[config.mk]
export PLATFORM = sky130hd
export DESIGN_NAME = detection_row_box_decode_top
export DESIGN_NICKNAME = d
export VERILOG_FILES = /design/src/rtl/drbd_pkg.sv /design/src/rtl/drbd_front.sv /design/src/rtl/drbd_queue.sv /design/src/rtl/drbd_back.sv /design/src/rtl/detection_row_box_decode_top.sv
export SDC_FILE = /design/constraint.sdc
export NUM_CORES = 2
export LEC_CHECK = 0
export BUFFER_PORTS_ARGS = -buffer_cell sky130_fd_sc_hd__buf_4
export CAP_MARGIN = 20
export CORE_ASPECT_RATIO = 1.75
export CORE_MARGIN = 2
export CORE_UTILIZATION = 40
export CTS_BUF_LIST = sky130_fd_sc_hd__clkbuf_4 sky130_fd_sc_hd__clkbuf_8
export CTS_CLUSTER_SIZE = 40
export DETAILED_ROUTE_END_ITERATION = 12
export SYNTH_ARGS = -nofsm -noshare
export SYNTH_HDL_FRONTEND = slang
export SYNTH_SLANG_ARGS = --single-unit
[constraint.sdc]
create_clock -name clock -period 15.6 [get_ports clock]
set_input_delay 3.12 -clock clock [delete_from_list [all_inputs] [get_ports clock]]
set_output_delay 3.12 -clock clock [all_outputs]
set_load 0.03 [all_outputs]
[src/rtl/drbd_pkg.sv]
package drbd_pkg;

   localparam int FEAT_W       = 24;
   localparam int CC_W         = 8;
   localparam int SIZE_W       = 13;
   localparam int AREA_W       = 26;
   localparam int COORD_W      = 14;
   localparam int CLASS_W      = 7;
   localparam int MAG_W        = 25;
   localparam int NUM_W        = 26;
   localparam int PROD_W       = MAG_W + SIZE_W;
   localparam int BOX_FEATURES = 5;
   localparam int CSR_IDX_W    = 3;
   localparam int CSR_DATA_W   = 26;

   localparam int MAX_CLASSES_DEF = 128;
   localparam int FRAC_BITS_DEF   = 12;

   // row positions of the box features
   localparam int ROW_CX  = 0;
   localparam int ROW_CY  = 1;
   localparam int ROW_W   = 2;
   localparam int ROW_H   = 3;
   localparam int ROW_OBJ = 4;

   // saturation limits of the box outputs
   localparam int COORD_MAX     = 8191;
   localparam int COORD_MIN_MAG = 8192;
   localparam int SIZE_MAX      = 8191;

   localparam logic [CSR_IDX_W-1:0] CSR_CONF_LIMIT    = 3'd0;
   localparam logic [CSR_IDX_W-1:0] CSR_CLASS_COUNT   = 3'd1;
   localparam logic [CSR_IDX_W-1:0] CSR_SOURCE_WIDTH  = 3'd2;
   localparam logic [CSR_IDX_W-1:0] CSR_SOURCE_HEIGHT = 3'd3;
   localparam logic [CSR_IDX_W-1:0] CSR_NET_WIDTH     = 3'd4;
   localparam logic [CSR_IDX_W-1:0] CSR_NET_HEIGHT    = 3'd5;
   localparam logic [CSR_IDX_W-1:0] CSR_MIN_AREA      = 3'd6;

   localparam logic [FEAT_W-1:0] CONF_LIMIT_RST    = 24'd2048;
   localparam logic [CC_W-1:0]   CLASS_COUNT_RST   = 8'd4;
   localparam logic [SIZE_W-1:0] SOURCE_WIDTH_RST  = 13'd640;
   localparam logic [SIZE_W-1:0] SOURCE_HEIGHT_RST = 13'd480;
   localparam logic [SIZE_W-1:0] NET_WIDTH_RST     = 13'd640;
   localparam logic [SIZE_W-1:0] NET_HEIGHT_RST    = 13'd640;
   localparam logic [AREA_W-1:0] MIN_AREA_RST      = 26'd50;

   typedef struct packed {
      logic [FEAT_W-1:0]  cx;
      logic [FEAT_W-1:0]  cy;
      logic [FEAT_W-1:0]  w;
      logic [FEAT_W-1:0]  h;
      logic [FEAT_W-1:0]  obj;
      logic [FEAT_W-1:0]  top_score;
      logic [CLASS_W-1:0] top_class;
   } row_type;

   typedef struct packed {
      logic [FEAT_W-1:0] conf_limit;
      logic [SIZE_W-1:0] source_width;
      logic [SIZE_W-1:0] source_height;
      logic [SIZE_W-1:0] net_width;
      logic [SIZE_W-1:0] net_height;
      logic [AREA_W-1:0] min_area;
   } cfg_type;

   typedef struct packed {
      logic full;
      logic empty;
   } queue_status_type;

   typedef enum logic [2:0] {
      BK_IDLE,
      BK_CONF,
      BK_TEST,
      BK_LOAD,
      BK_DIV,
      BK_SAVE,
      BK_AREA,
      BK_SEND
   } back_state_type;

endpackage

[src/rtl/drbd_front.sv]
module drbd_front #(
   parameter int MAX_CLASSES = drbd_pkg::MAX_CLASSES_DEF
) (
   input  logic                        clock,
   input  logic                        reset,
   input  logic                        accept,
   input  logic [drbd_pkg::FEAT_W-1:0] feature,
   input  logic                        tensor_start,
   input  logic [drbd_pkg::CC_W-1:0]   class_count,
   output logic                        push,
   output drbd_pkg::row_type           row
);
   import drbd_pkg::*;

   localparam int POS_W = $clog2(MAX_CLASSES + BOX_FEATURES);
   localparam int IDX_W = (POS_W > CLASS_W) ? POS_W : CLASS_W;
   localparam int CMP_W = (POS_W > CC_W) ? POS_W : CC_W;

   logic [POS_W-1:0]   pos_ff, pos_in, pos, last;
   logic [FEAT_W-1:0]  cx_ff, cx_in, cy_ff, cy_in, w_ff, w_in, h_ff, h_in, obj_ff, obj_in;
   logic [FEAT_W-1:0]  best_ff, best_in;
   logic [CLASS_W-1:0] class_ff, class_in;
   logic [CMP_W-1:0]   cc_wide, cc_eff;
   logic [IDX_W-1:0]   class_diff;
   logic               end_row;

   always_comb begin
      cc_wide = CMP_W'(class_count);
      if (class_count == '0) begin
         cc_eff = CMP_W'(1);
      end else if (cc_wide > CMP_W'(MAX_CLASSES)) begin
         cc_eff = CMP_W'(MAX_CLASSES);
      end else begin
         cc_eff = cc_wide;
      end
      last = POS_W'(cc_eff) + POS_W'(BOX_FEATURES - 1);
      pos  = tensor_start ? '0 : pos_ff;
      class_diff = IDX_W'(pos) - IDX_W'(BOX_FEATURES);

      cx_in    = cx_ff;
      cy_in    = cy_ff;
      w_in     = w_ff;
      h_in     = h_ff;
      obj_in   = obj_ff;
      best_in  = best_ff;
      class_in = class_ff;
      case (pos)
         POS_W'(ROW_CX): begin
            cx_in    = feature;
            best_in  = '0;
            class_in = '0;
         end
         POS_W'(ROW_CY):  cy_in  = feature;
         POS_W'(ROW_W):   w_in   = feature;
         POS_W'(ROW_H):   h_in   = feature;
         POS_W'(ROW_OBJ): obj_in = feature;
         default: begin
            if (feature > best_ff) begin
               best_in  = feature;
               class_in = class_diff[CLASS_W-1:0];
            end
         end
      endcase

      end_row = (pos >= last);
      pos_in  = end_row ? '0 : pos + POS_W'(1);
   end

   assign push = accept && end_row;

   // the last feature of a row is always a class score, so the box holds are settled
   assign row = '{cx: cx_ff, cy: cy_ff, w: w_ff, h: h_ff, obj: obj_ff,
                  top_score: best_in, top_class: class_in};

   always_ff @(posedge clock) begin
      if (reset) begin
         pos_ff <= '0;
      end else if (accept) begin
         pos_ff <= pos_in;
      end
   end

   always_ff @(posedge clock) begin
      if (accept) begin
         cx_ff    <= cx_in;
         cy_ff    <= cy_in;
         w_ff     <= w_in;
         h_ff     <= h_in;
         obj_ff   <= obj_in;
         best_ff  <= best_in;
         class_ff <= class_in;
      end
   end

endmodule

[src/rtl/drbd_queue.sv]
module drbd_queue (
   input  logic                       clock,
   input  logic                       reset,
   input  logic                       push,
   input  drbd_pkg::row_type          push_row,
   input  logic                       pop,
   output drbd_pkg::row_type          pop_row,
   output drbd_pkg::queue_status_type status
);
   import drbd_pkg::*;

   row_type    entry_ff [2];
   logic       wr_ptr_ff, wr_ptr_in, rd_ptr_ff, rd_ptr_in;
   logic [1:0] count_ff, count_in;

   always_comb begin
      wr_ptr_in = push ? ~wr_ptr_ff : wr_ptr_ff;
      rd_ptr_in = pop ? ~rd_ptr_ff : rd_ptr_ff;
      count_in  = count_ff;
      if (push && !pop) begin
         count_in = count_ff + 2'd1;
      end else if (pop && !push) begin
         count_in = count_ff - 2'd1;
      end
   end

   assign pop_row      = entry_ff[rd_ptr_ff];
   assign status.full  = (count_ff == 2'd2);
   assign status.empty = (count_ff == 2'd0);

   always_ff @(posedge clock) begin
      if (reset) begin
         wr_ptr_ff <= 1'b0;
         rd_ptr_ff <= 1'b0;
         count_ff  <= 2'd0;
      end else begin
         wr_ptr_ff <= wr_ptr_in;
         rd_ptr_ff <= rd_ptr_in;
         count_ff  <= count_in;
      end
   end

   always_ff @(posedge clock) begin
      if (push) begin
         entry_ff[wr_ptr_ff] <= push_row;
      end
   end

endmodule

[src/rtl/drbd_back.sv]
module drbd_back #(
   parameter int FRAC_BITS = drbd_pkg::FRAC_BITS_DEF
) (
   input  logic                                clock,
   input  logic                                reset,
   input  drbd_pkg::cfg_type                   cfg,
   input  drbd_pkg::queue_status_type          q_status,
   input  drbd_pkg::row_type                   q_row,
   output logic                                pop,
   input  logic                                rsp_ready,
   output logic                                rsp_valid,
   output logic signed [drbd_pkg::COORD_W-1:0] rsp_box_left,
   output logic signed [drbd_pkg::COORD_W-1:0] rsp_box_top,
   output logic [drbd_pkg::SIZE_W-1:0]         rsp_box_width,
   output logic [drbd_pkg::SIZE_W-1:0]         rsp_box_height,
   output logic [drbd_pkg::FEAT_W-1:0]         rsp_score,
   output logic [drbd_pkg::CLASS_W-1:0]        rsp_class_index
);
   import drbd_pkg::*;

   localparam int DIV_W = PROD_W - FRAC_BITS - 1;
   localparam int CNT_W = $clog2(DIV_W);
   localparam int CP_W  = 2 * FEAT_W;

   back_state_type state_ff, state_in;

   row_type            row_ff;
   logic [CP_W-1:0]    prod_ff, conf_shift;
   logic [FEAT_W-1:0]  conf, score_ff;
   logic               pass;
   logic [1:0]         sel_ff;
   logic               neg_ff;
   logic [DIV_W-1:0]   quo_ff, quo_in;
   logic [SIZE_W-1:0]  rem_ff, rem_in;
   logic [CNT_W-1:0]   cnt_ff;
   logic [COORD_W-1:0] left_ff, top_ff, coord;
   logic [SIZE_W-1:0]  bw_ff, bh_ff, size_sat;
   logic [AREA_W-1:0]  area;

   logic [NUM_W-1:0]   num, mag_full;
   logic [MAG_W-1:0]   mag;
   logic               num_neg;
   logic [SIZE_W-1:0]  src, net, net_eff;
   logic [PROD_W-1:0]  mag_prod;
   logic [SIZE_W:0]    trial;
   logic               ge;
   logic               out_free, load_out;
   logic               rsp_valid_ff;

   // confidence and thresholds
   always_comb begin
      conf_shift = prod_ff >> FRAC_BITS;
      conf = (|conf_shift[CP_W-1:FEAT_W]) ? '1 : conf_shift[FEAT_W-1:0];
      pass = (row_ff.obj >= cfg.conf_limit) && (conf >= cfg.conf_limit);
   end

   // numerator in half-pixel units, then scale by source size
   always_comb begin
      case (sel_ff)
         2'd0:    num = {1'b0, row_ff.cx, 1'b0} - {2'b00, row_ff.w};
         2'd1:    num = {1'b0, row_ff.cy, 1'b0} - {2'b00, row_ff.h};
         2'd2:    num = {1'b0, row_ff.w, 1'b0};
         default: num = {1'b0, row_ff.h, 1'b0};
      endcase
      num_neg  = num[NUM_W-1];
      mag_full = num_neg ? (~num + NUM_W'(1)) : num;
      mag      = mag_full[MAG_W-1:0];
      src      = sel_ff[0] ? cfg.source_height : cfg.source_width;
      net      = sel_ff[0] ? cfg.net_height : cfg.net_width;
      net_eff  = (net == '0) ? SIZE_W'(1) : net;
      mag_prod = PROD_W'(mag) * PROD_W'(src);
   end

   // restoring divide, one quotient bit per cycle; quotient shifts in behind the dividend
   always_comb begin
      trial  = {rem_ff, quo_ff[DIV_W-1]};
      ge     = (trial >= {1'b0, net_eff});
      rem_in = ge ? SIZE_W'(trial - {1'b0, net_eff}) : trial[SIZE_W-1:0];
      quo_in = {quo_ff[DIV_W-2:0], ge};
   end

   always_comb begin
      if (neg_ff) begin
         coord = (quo_ff > DIV_W'(COORD_MIN_MAG)) ? COORD_W'(COORD_MIN_MAG)
                                                  : COORD_W'(~quo_ff[COORD_W-1:0] + 1'b1);
      end else begin
         coord = (quo_ff > DIV_W'(COORD_MAX)) ? COORD_W'(COORD_MAX) : quo_ff[COORD_W-1:0];
      end
      size_sat = (quo_ff > DIV_W'(SIZE_MAX)) ? SIZE_W'(SIZE_MAX) : quo_ff[SIZE_W-1:0];
      area     = AREA_W'(bw_ff) * AREA_W'(bh_ff);
   end

   assign out_free = !rsp_valid_ff || rsp_ready;

   // next state
   always_comb begin
      state_in = state_ff;
      unique case (state_ff)
         BK_IDLE: if (!q_status.empty) state_in = BK_CONF;
         BK_CONF: state_in = BK_TEST;
         BK_TEST: state_in = pass ? BK_LOAD : BK_IDLE;
         BK_LOAD: state_in = BK_DIV;
         BK_DIV:  if (cnt_ff == '0) state_in = BK_SAVE;
         BK_SAVE: state_in = (sel_ff == 2'd3) ? BK_AREA : BK_LOAD;
         BK_AREA: state_in = (area > cfg.min_area) ? BK_SEND : BK_IDLE;
         BK_SEND: if (out_free) state_in = BK_IDLE;
         default: state_in = BK_IDLE;
      endcase
   end

   // outputs
   always_comb begin
      pop      = 1'b0;
      load_out = 1'b0;
      unique case (state_ff)
         BK_IDLE: pop = !q_status.empty;
         BK_SEND: load_out = out_free;
         default: ;
      endcase
   end

   always_ff @(posedge clock) begin
      if (reset) begin
         state_ff     <= BK_IDLE;
         rsp_valid_ff <= 1'b0;
      end else begin
         state_ff <= state_in;
         if (load_out) begin
            rsp_valid_ff <= 1'b1;
         end else if (rsp_ready) begin
            rsp_valid_ff <= 1'b0;
         end
      end
   end

   always_ff @(posedge clock) begin
      case (state_ff)
         BK_IDLE: begin
            row_ff <= q_row;
            sel_ff <= 2'd0;
         end
         BK_CONF: prod_ff <= CP_W'(row_ff.obj) * CP_W'(row_ff.top_score);
         BK_TEST: score_ff <= conf;
         BK_LOAD: begin
            neg_ff <= num_neg;
            quo_ff <= mag_prod[PROD_W-1:FRAC_BITS+1];
            rem_ff <= '0;
            cnt_ff <= CNT_W'(DIV_W - 1);
         end
         BK_DIV: begin
            quo_ff <= quo_in;
            rem_ff <= rem_in;
            cnt_ff <= cnt_ff - CNT_W'(1);
         end
         BK_SAVE: begin
            case (sel_ff)
               2'd0:    left_ff <= coord;
               2'd1:    top_ff  <= coord;
               2'd2:    bw_ff   <= size_sat;
               default: bh_ff   <= size_sat;
            endcase
            sel_ff <= sel_ff + 2'd1;
         end
         default: ;
      endcase
   end

   always_ff @(posedge clock) begin
      if (load_out) begin
         rsp_box_left    <= $signed(left_ff);
         rsp_box_top     <= $signed(top_ff);
         rsp_box_width   <= bw_ff;
         rsp_box_height  <= bh_ff;
         rsp_score       <= score_ff;
         rsp_class_index <= row_ff.top_class;
      end
   end

   assign rsp_valid = rsp_valid_ff;

endmodule

[src/rtl/detection_row_box_decode_top.sv]
// Decodes detector output rows into boxes. Features stream in one beat per cycle on req_;
// each row is cx, cy, w, h, objectness and class_count class scores, and tensor_start
// restarts the row. The front tracks the argmax at one beat per cycle and hands each
// finished row to a two-row queue. The back drops a row that fails the objectness or
// confidence test; otherwise one shared bit-serial divider does the four box scalings
// in turn, and a kept box then sits in the rsp_ output register. Input stalls only when
// both queue entries are taken. Configuration writes are always accepted.
module detection_row_box_decode_top #(
   parameter int MAX_CLASSES = drbd_pkg::MAX_CLASSES_DEF,
   parameter int FRAC_BITS   = drbd_pkg::FRAC_BITS_DEF
) (
   input  logic                                clock,
   input  logic                                reset,
   input  logic                                req_valid,
   output logic                                req_ready,
   input  logic [drbd_pkg::FEAT_W-1:0]         req_feature,
   input  logic                                req_tensor_start,
   output logic                                rsp_valid,
   input  logic                                rsp_ready,
   output logic signed [drbd_pkg::COORD_W-1:0] rsp_box_left,
   output logic signed [drbd_pkg::COORD_W-1:0] rsp_box_top,
   output logic [drbd_pkg::SIZE_W-1:0]         rsp_box_width,
   output logic [drbd_pkg::SIZE_W-1:0]         rsp_box_height,
   output logic [drbd_pkg::FEAT_W-1:0]         rsp_score,
   output logic [drbd_pkg::CLASS_W-1:0]        rsp_class_index,
   input  logic                                csr_valid,
   output logic                                csr_ready,
   input  logic [drbd_pkg::CSR_IDX_W-1:0]      csr_index,
   input  logic [drbd_pkg::CSR_DATA_W-1:0]     csr_data
);
   import drbd_pkg::*;

   cfg_type          cfg_ff;
   logic [CC_W-1:0]  class_count_ff;
   queue_status_type q_status;
   row_type          push_row, pop_row;
   logic             accept, push, pop;

   assign csr_ready = 1'b1;
   assign req_ready = !q_status.full;
   assign accept    = req_valid && req_ready;

   always_ff @(posedge clock) begin
      if (reset) begin
         cfg_ff.conf_limit    <= CONF_LIMIT_RST;
         class_count_ff       <= CLASS_COUNT_RST;
         cfg_ff.source_width  <= SOURCE_WIDTH_RST;
         cfg_ff.source_height <= SOURCE_HEIGHT_RST;
         cfg_ff.net_width     <= NET_WIDTH_RST;
         cfg_ff.net_height    <= NET_HEIGHT_RST;
         cfg_ff.min_area      <= MIN_AREA_RST;
      end else if (csr_valid) begin
         unique case (csr_index)
            CSR_CONF_LIMIT:    cfg_ff.conf_limit    <= csr_data[FEAT_W-1:0];
            CSR_CLASS_COUNT:   class_count_ff       <= csr_data[CC_W-1:0];
            CSR_SOURCE_WIDTH:  cfg_ff.source_width  <= csr_data[SIZE_W-1:0];
            CSR_SOURCE_HEIGHT: cfg_ff.source_height <= csr_data[SIZE_W-1:0];
            CSR_NET_WIDTH:     cfg_ff.net_width     <= csr_data[SIZE_W-1:0];
            CSR_NET_HEIGHT:    cfg_ff.net_height    <= csr_data[SIZE_W-1:0];
            CSR_MIN_AREA:      cfg_ff.min_area      <= csr_data[AREA_W-1:0];
            default: ;
         endcase
      end
   end

   drbd_front #(
      .MAX_CLASSES (MAX_CLASSES)
   ) u_front (
      .clock        (clock),
      .reset        (reset),
      .accept       (accept),
      .feature      (req_feature),
      .tensor_start (req_tensor_start),
      .class_count  (class_count_ff),
      .push         (push),
      .row          (push_row)
   );

   drbd_queue u_queue (
      .clock    (clock),
      .reset    (reset),
      .push     (push),
      .push_row (push_row),
      .pop      (pop),
      .pop_row  (pop_row),
      .status   (q_status)
   );

   drbd_back #(
      .FRAC_BITS (FRAC_BITS)
   ) u_back (
      .clock           (clock),
      .reset           (reset),
      .cfg             (cfg_ff),
      .q_status        (q_status),
      .q_row           (pop_row),
      .pop             (pop),
      .rsp_ready       (rsp_ready),
      .rsp_valid       (rsp_valid),
      .rsp_box_left    (rsp_box_left),
      .rsp_box_top     (rsp_box_top),
      .rsp_box_width   (rsp_box_width),
      .rsp_box_height  (rsp_box_height),
      .rsp_score       (rsp_score),
      .rsp_class_index (rsp_class_index)
   );

endmodule

# Word-level counts from Yosys, hierarchy flattened
# Memories as Yosys holds them, arrays and structs flattened. A register that Yosys moved wholly into a read port is not among the register bits.
# Index checks and enable logic that the tools add are counted.
[classes] n_mul=3 reduce_logical=43 eq_ne=24 muxes=38 add_sub_neg=12 bitwise=5 n_lt_le_gt_ge=9
[ops] op="26-bit case mux with 3 select lines" count=1
[ops] op="13-bit two-way mux" count=5
[ops] op="25-bit by 24-bit subtractor with 26-bit output" count=2
[ops] op="25-bit case mux with 2 select lines" count=1
[ops] op="24-bit greater-or-equal comparator" count=2
[ops] op="24-bit by 24-bit multiplier with 48-bit output" count=1
[ops] op="24-bit two-way mux" count=2
[ops] op="24-bit case mux with 2 select lines" count=1
[ops] op="14-bit two-way mux" count=3
[ops] op="25-bit by 13-bit multiplier with 38-bit output" count=1
[ops] op="8-bit two-way mux" count=4
[ops] op="2-bit AND reduction" count=16
[ops] op="26-bit greater-than comparator" count=1
[ops] op="13-bit by 13-bit multiplier with 26-bit output" count=1
[ops] op="13-bit case mux with 2 select lines" count=1
[ops] op="25-bit by 1-bit adder with 25-bit output (second input constant)" count=1
[ops] op="25-bit by 13-bit greater-than comparator with 1-bit output (second input constant)" count=1
[ops] op="25-bit by 14-bit greater-than comparator with 1-bit output (second input constant)" count=1
[ops] op="25-bit two-way mux" count=1
[ops] op="25-bit NOT" count=1
[ops] op="24-bit greater-than comparator" count=1
[ops] op="3-bit case mux with 8 select lines" count=1
[ops] op="3-bit equality test (second input constant)" count=7
[ops] op="8-bit by 2-bit equality test with 1-bit output (second input constant)" count=2
[ops] op="41 further kinds" count=76
[totals] ram_bits=302 mem_count=1 wordCells=172 inputBits=59 reg_bits=534 out_inout_bits=88
[memory_table] name="u_queue.entry_ff" words=2 word_bits=151 read_ports=1 rd_ports_with_merged_regs=1 write_ports=1 line="drbd_queue.sv:12" rtl="row_type entry_ff [2];"

# Longest topological paths before layout
[logic_depth] ltp_word=10 ltp_mapped=43

# Hierarchy
# From an unflattened synthesis, not the netlist that was laid out.
[hier_totals] hier_cells=6813 area_unflattened_um2=75935.3
[modules_own_cells] mod="drbd_back" area_per_inst_um2=53168.5 n_inst=1 cells_per_inst=5400
[modules_own_cells] mod="drbd_queue" area_per_inst_um2=11466.0 n_inst=1 cells_per_inst=492
[modules_own_cells] mod="drbd_front" area_per_inst_um2=6844.1 n_inst=1 cells_per_inst=507
[modules_own_cells] mod="detection_row_box_decode_top" area_per_inst_um2=4456.8 n_inst=1 cells_per_inst=414

# Least setup slack after synthesis
# OpenSTA, ideal clock, no wires.
[synth_path] path_kind="input to register" start="input req_tensor_start" end="memory u_queue.entry_ff[0][0] in the netlist's numbering (enable)" arrival_ps=14737 path_stages=14 slack_ps=17 t_required_ps=14754 path_cell_list="clkbuf_1 > nand2b_1 > ha_1 > nand2b_1 > a21oi_1 > nor2b_1 > o21ai_0 > nand2b_1 > a21oi_1 > nor2b_1 > o21ai_0 > nand2b_1 > a21oi_1 > nor3_1"
[synth_between] elab_chain_len=5
[synth_lines] element="start, declared" line="detection_row_box_decode_top.sv:17" rtl="input logic req_tensor_start,"
[synth_lines] element="8-bit two-way mux" line="drbd_front.sv:37" rtl="pos = tensor_start ? '0 : pos_ff;"
[synth_lines] element="8-bit greater-or-equal comparator" line="drbd_front.sv:65" rtl="end_row = (pos >= last);"
[synth_lines] element="1-bit logical AND" line="drbd_front.sv:69" rtl="assign push = accept && end_row;"
[synth_lines] element="1-bit two-way mux" line="drbd_queue.sv:44" rtl="if (push) begin"
[synth_lines] element="1-bit two-way mux (not written as such)" line="drbd_queue.sv:45" rtl="entry_ff[wr_ptr_ff] <= push_row;"
[synth_lines] element="end, declared" line="drbd_queue.sv:12"
# No other way between the ends.

# Worst setup path in the final report
[layout_path] start="register u_back.sel_ff[0]" end="register u_back.quo_ff[13] (data pin)"
[layout_between] elab_chain_len=7
[layout_lines] element="start, declared" line="drbd_back.sv:31" rtl="logic [1:0] sel_ff;"
[layout_lines] element="start signal, assigned" line="drbd_back.sv:162" rtl="sel_ff <= sel_ff + 2'd1;"
[layout_lines] element="2-bit equality test (tied with other cells)" line="drbd_back.sv:59" rtl="case (sel_ff)"
[layout_lines] element="26-bit case mux with 3 select lines" line="drbd_back.sv:59"
[layout_lines] element="25-bit NOT" line="drbd_back.sv:66" rtl="mag_full = num_neg ? (~num + NUM_W'(1)) : num;"
[layout_lines] element="25-bit by 1-bit adder with 25-bit output" line="drbd_back.sv:66"
[layout_lines] element="25-bit two-way mux" line="drbd_back.sv:66"
[layout_lines] element="25-bit by 13-bit multiplier with 38-bit output *" line="drbd_back.sv:71" rtl="mag_prod = PROD_W'(mag) * PROD_W'(src);"
[layout_lines] element="25-bit case mux with 2 select lines *" line="drbd_back.sv:137" rtl="case (state_ff)"
[layout_lines] element="end signal, assigned" line="drbd_back.sv:146" rtl="quo_ff <= mag_prod[PROD_W-1:FRAC_BITS+1];"
[layout_lines] element="end signal, assigned" line="drbd_back.sv:151" rtl="quo_ff <= quo_in;"
[layout_lines] element="end, declared" line="drbd_back.sv:33" rtl="logic [DIV_W-1:0] quo_ff, quo_in;"
# Every way passes the cells marked *; elsewhere a longest branch is shown, timed or not.
# A chain may end at the register's enable or synchronous reset.

==> results.toml <==
[hold_path]
hp-class = "flop to flop"
min_to = "u_queue.entry_ff[1][126]$_DFFE_PP_"
worstHoldStart = "u_front.cy_ff[23]$_DFFE_PP_"
hold_depth = 0

[setup_path]
r2r_slack_ns = 4.86
critPathBufInv = 7
slowest_stage = "xor2_1"
timing.critical_path.mode_cell = "fa_1"
critical_path_required_ns = 16.16
reg2reg_to = "u_back.quo_ff[13]$_DFFE_PP_"
start_kind = "flop"
arrival_ns = 11.31
worstReg2RegStart = "u_back.sel_ff[0]$_SDFFCE_PN0P_"
critPathMaxStageDelay_ns = 0.90
worstPathMaxFanout = 39
worst_r2r_path_depth = 35
endpoint_kind = "flop"
path_class = "flop to flop"
critPathTopFamily = "adder cells"

[floorplan]
floorplan.core_area_mm2 = 0.184
die_area_mm2 = 0.189
die_y_um = 573
die_w_um = 329
ios = 147
rows = 208
initial_core_util = 0.403

[clock_network]
clk_path_buf_depth = 4
cts_sinks = 975
htree_levels = 4
root_buffer = "clkbuf_8"
postCtsSetupBuffers = 0
clk_pin_slew_ns = 0.07
cts_tree = "built"
cts_buffers = 148
clkLatencyLatePin_ns = 0.89
holdBufCountCts = 0
cts_resized = 0

[final_layout]
nets = 8265
final_cells = 9367
final_layout_size_suffix_gt1_frac = 0.103
area.growth.synth_to_final_pct = 9.21

[sta]
maxSlewViolCount = 0
rsz0062_at_grt = "false"
finClkSkew_ns = 0.127
hold_viol_final = 0
slew_headroom = 0.225
tns_ns = 0
worstMarginPinSlew_ns = 1.16
setup_violations = 0
min_period_ns = 10.74
fmax_mhz = 93.1
fin_crit_sh = 0.688

[global_route]
grt_antenna_before_repair = 9
track_usage = 0.208
grt_start_max_net_pins = 154
grt.overflow.total = 0
grt_pass1_vias = 53346
grt_pass1_wl_mm = 302

[synth]
synth_top_area_frac = 0.345
ys_seq_elements = 975
synth-edff-count = 849
synth_nets = 8141
avgSynthCellArea_um2 = 11.0
netlist_area_mm2 = 0.0740
synth.most_common_cell = "inv_1"
syn_inst = 6725
synth_top_area_cell = "edfxtp_1"
synth.cells.most_frequent = "inv_1 (1073), nand2_1 (994), fa_1 (857)"
synth.top_cells.by_area = "edfxtp_1 (34%), fa_1 (23%), ha_1 (8.5%)"
synthArstFlopShare = 0
ys_types = 95
synthFlopType = "edfxtp_1"
ys_warn_count = 0
ys_seq_area_frac = 0.379

[route]
dr.max_layer_used = "met5"
post_drt_via_cell_ratio = 5.23
routed_wl_mm = 193
post_drt_wl_per_cell_um = 20.6
drtAntennaViolNets = 0
wirelength_met1_mm = 68.7
wl_met2_mm = 106
drtPass1Iterations = 6
drt_iter0_markers = 2825
vias = 48963
routed-wl-met3_mm = 7.41
drcViolationCount = 0

[placement]
dp_cells = 9112
hpwl_mm = 146
portBuffers = 145
routabilityCongestion = 0.922

[outcome]
outcome = "complete, no violations"

[job]
drv_cap = 0
cell usage in the layout (no fill, tap or decap), types with 12 or more instances in the layout:
cell,count
nor2b_1,48
mux2i_1,40
nor3_1,38
edfxtp_1,849
nand3_1,42
mux2_2,168
clkbuf_8,152
or2_2,32
dfxtp_1,125
ha_1,499
o21ai_0,90
a31oi_1,26
and3_1,21
a211oi_1,19
a21o_1,90
o21bai_1,12
inv_1,1073
nand2_1,994
clkbuf_4,32
o21ai_1,19
or3_1,25
o21a_1,31
nor2_1,269
and2_1,292
clkinv_1,30
nor4_1,12
clkinv_2,15
nand2b_1,96
nand4_1,35
xnor2_1,100
nand3b_1,19
a22o_1,32
buf_4,235
xor2_1,60
a21oi_1,258
fa_1,857
through the flow:
stage	hold slack, ns	cell area (um^2)	setup WS (ns)	utilization
2_1_floorplan	0.400	74000	0.0168	-
3_3_place_gp	0.400	77900	5.18	0.424
3_5_place_dp	0.405	77900	4.84	0.424
4_1_cts	0.382	80800	4.82	0.440
5_1_grt	0.409	80800	4.05	0.440
6_report	0.380	80800	4.86	0.440
flip-flops by register name (all words and copies together), names as in the netlist, 14 cells and up:
name,cells
cfg_ff,102
u_back.left_ff,14
u_back.prod_ff,36
u_back.quo_ff,25
u_back.row_ff,151
u_back.rsp_box_left,14
u_back.rsp_box_top,14
u_back.rsp_score,24
u_back.score_ff,24
u_back.top_ff,14
u_front.best_ff,24
u_front.cx_ff,24
u_front.cy_ff,24
u_front.h_ff,24
u_front.obj_ff,24
u_front.w_ff,24
u_queue.entry_ff,302
logic make-up after synthesis:
group | after synthesis | share of synthesized area
AOI/OAI and AO/OA | 713 | 0.0627
xor gates and xnor gates | 160 | 0.0189
adders and majority gates | 1357 | 0.316
buffers and inverters | 1345 | 0.0686
DFF | 975 | 0.379
muxes | 210 | 0.0313
other | 1 | 0.0000507
and+or+nand+nor | 1964 | 0.123
how the worst max path moves through the flow:
| stage | startpoint | to | depth (start not counted) |
|---|---|---|---|
| finish | u_back.sel_ff[0]$_SDFFCE_PN0P_ | u_back.quo_ff[13]$_DFFE_PP_ | 35 |
| global route | u_back.sel_ff[0]$_SDFFCE_PN0P_ | u_back.quo_ff[13]$_DFFE_PP_ | 35 |
| CTS | u_back.sel_ff[0]$_SDFFCE_PN0P_ | u_back.quo_ff[13]$_DFFE_PP_ | 35 |
| detailed placement | u_back.sel_ff[0]$_SDFFCE_PN0P_ | u_back.quo_ff[13]$_DFFE_PP_ | 35 |
| global placement | u_back.sel_ff[0]$_SDFFCE_PN0P_ | u_back.quo_ff[13]$_DFFE_PP_ | 35 |
| floorplan | req_tensor_start | u_queue.entry_ff[0][0]$_DFFE_PP_ | 14 |
per-layer routing:
metal | vias up | track usage
met3 | 536 | 0.0238
met1 | 25003 | 0.221
met5 | - | 0
li1 | 22115 | -
met2 | 1299 | 0.397
met4 | 10 | 0.109
area by class of cell:
type,instances,area [um^2]
fillers,17282,103000
multi-input cells,4405,41000
flip-flops and latches,975,28000
inverters,1078,4050
well taps,2415,3020
clock buffers,184,2330
repair buffers,241,1870
clock inverters,67,502
diodes,2,5.00
worst register-to-register path: cells and delay by family, from the launching register on:
family                     cells  cell delay [ns]
AOI/OAI and AO/OA             13             3.00
xor gates and xnor gates       2             1.05
adders and majority gates      7             3.02
buffers and inverters          7             1.94
DFF                            1             0.35
and+or+nand+nor                6             1.15
Power is left out: the tool's default activity adds up to more than one toggle a clock period on the data nets, which glitch-free logic cannot reach.
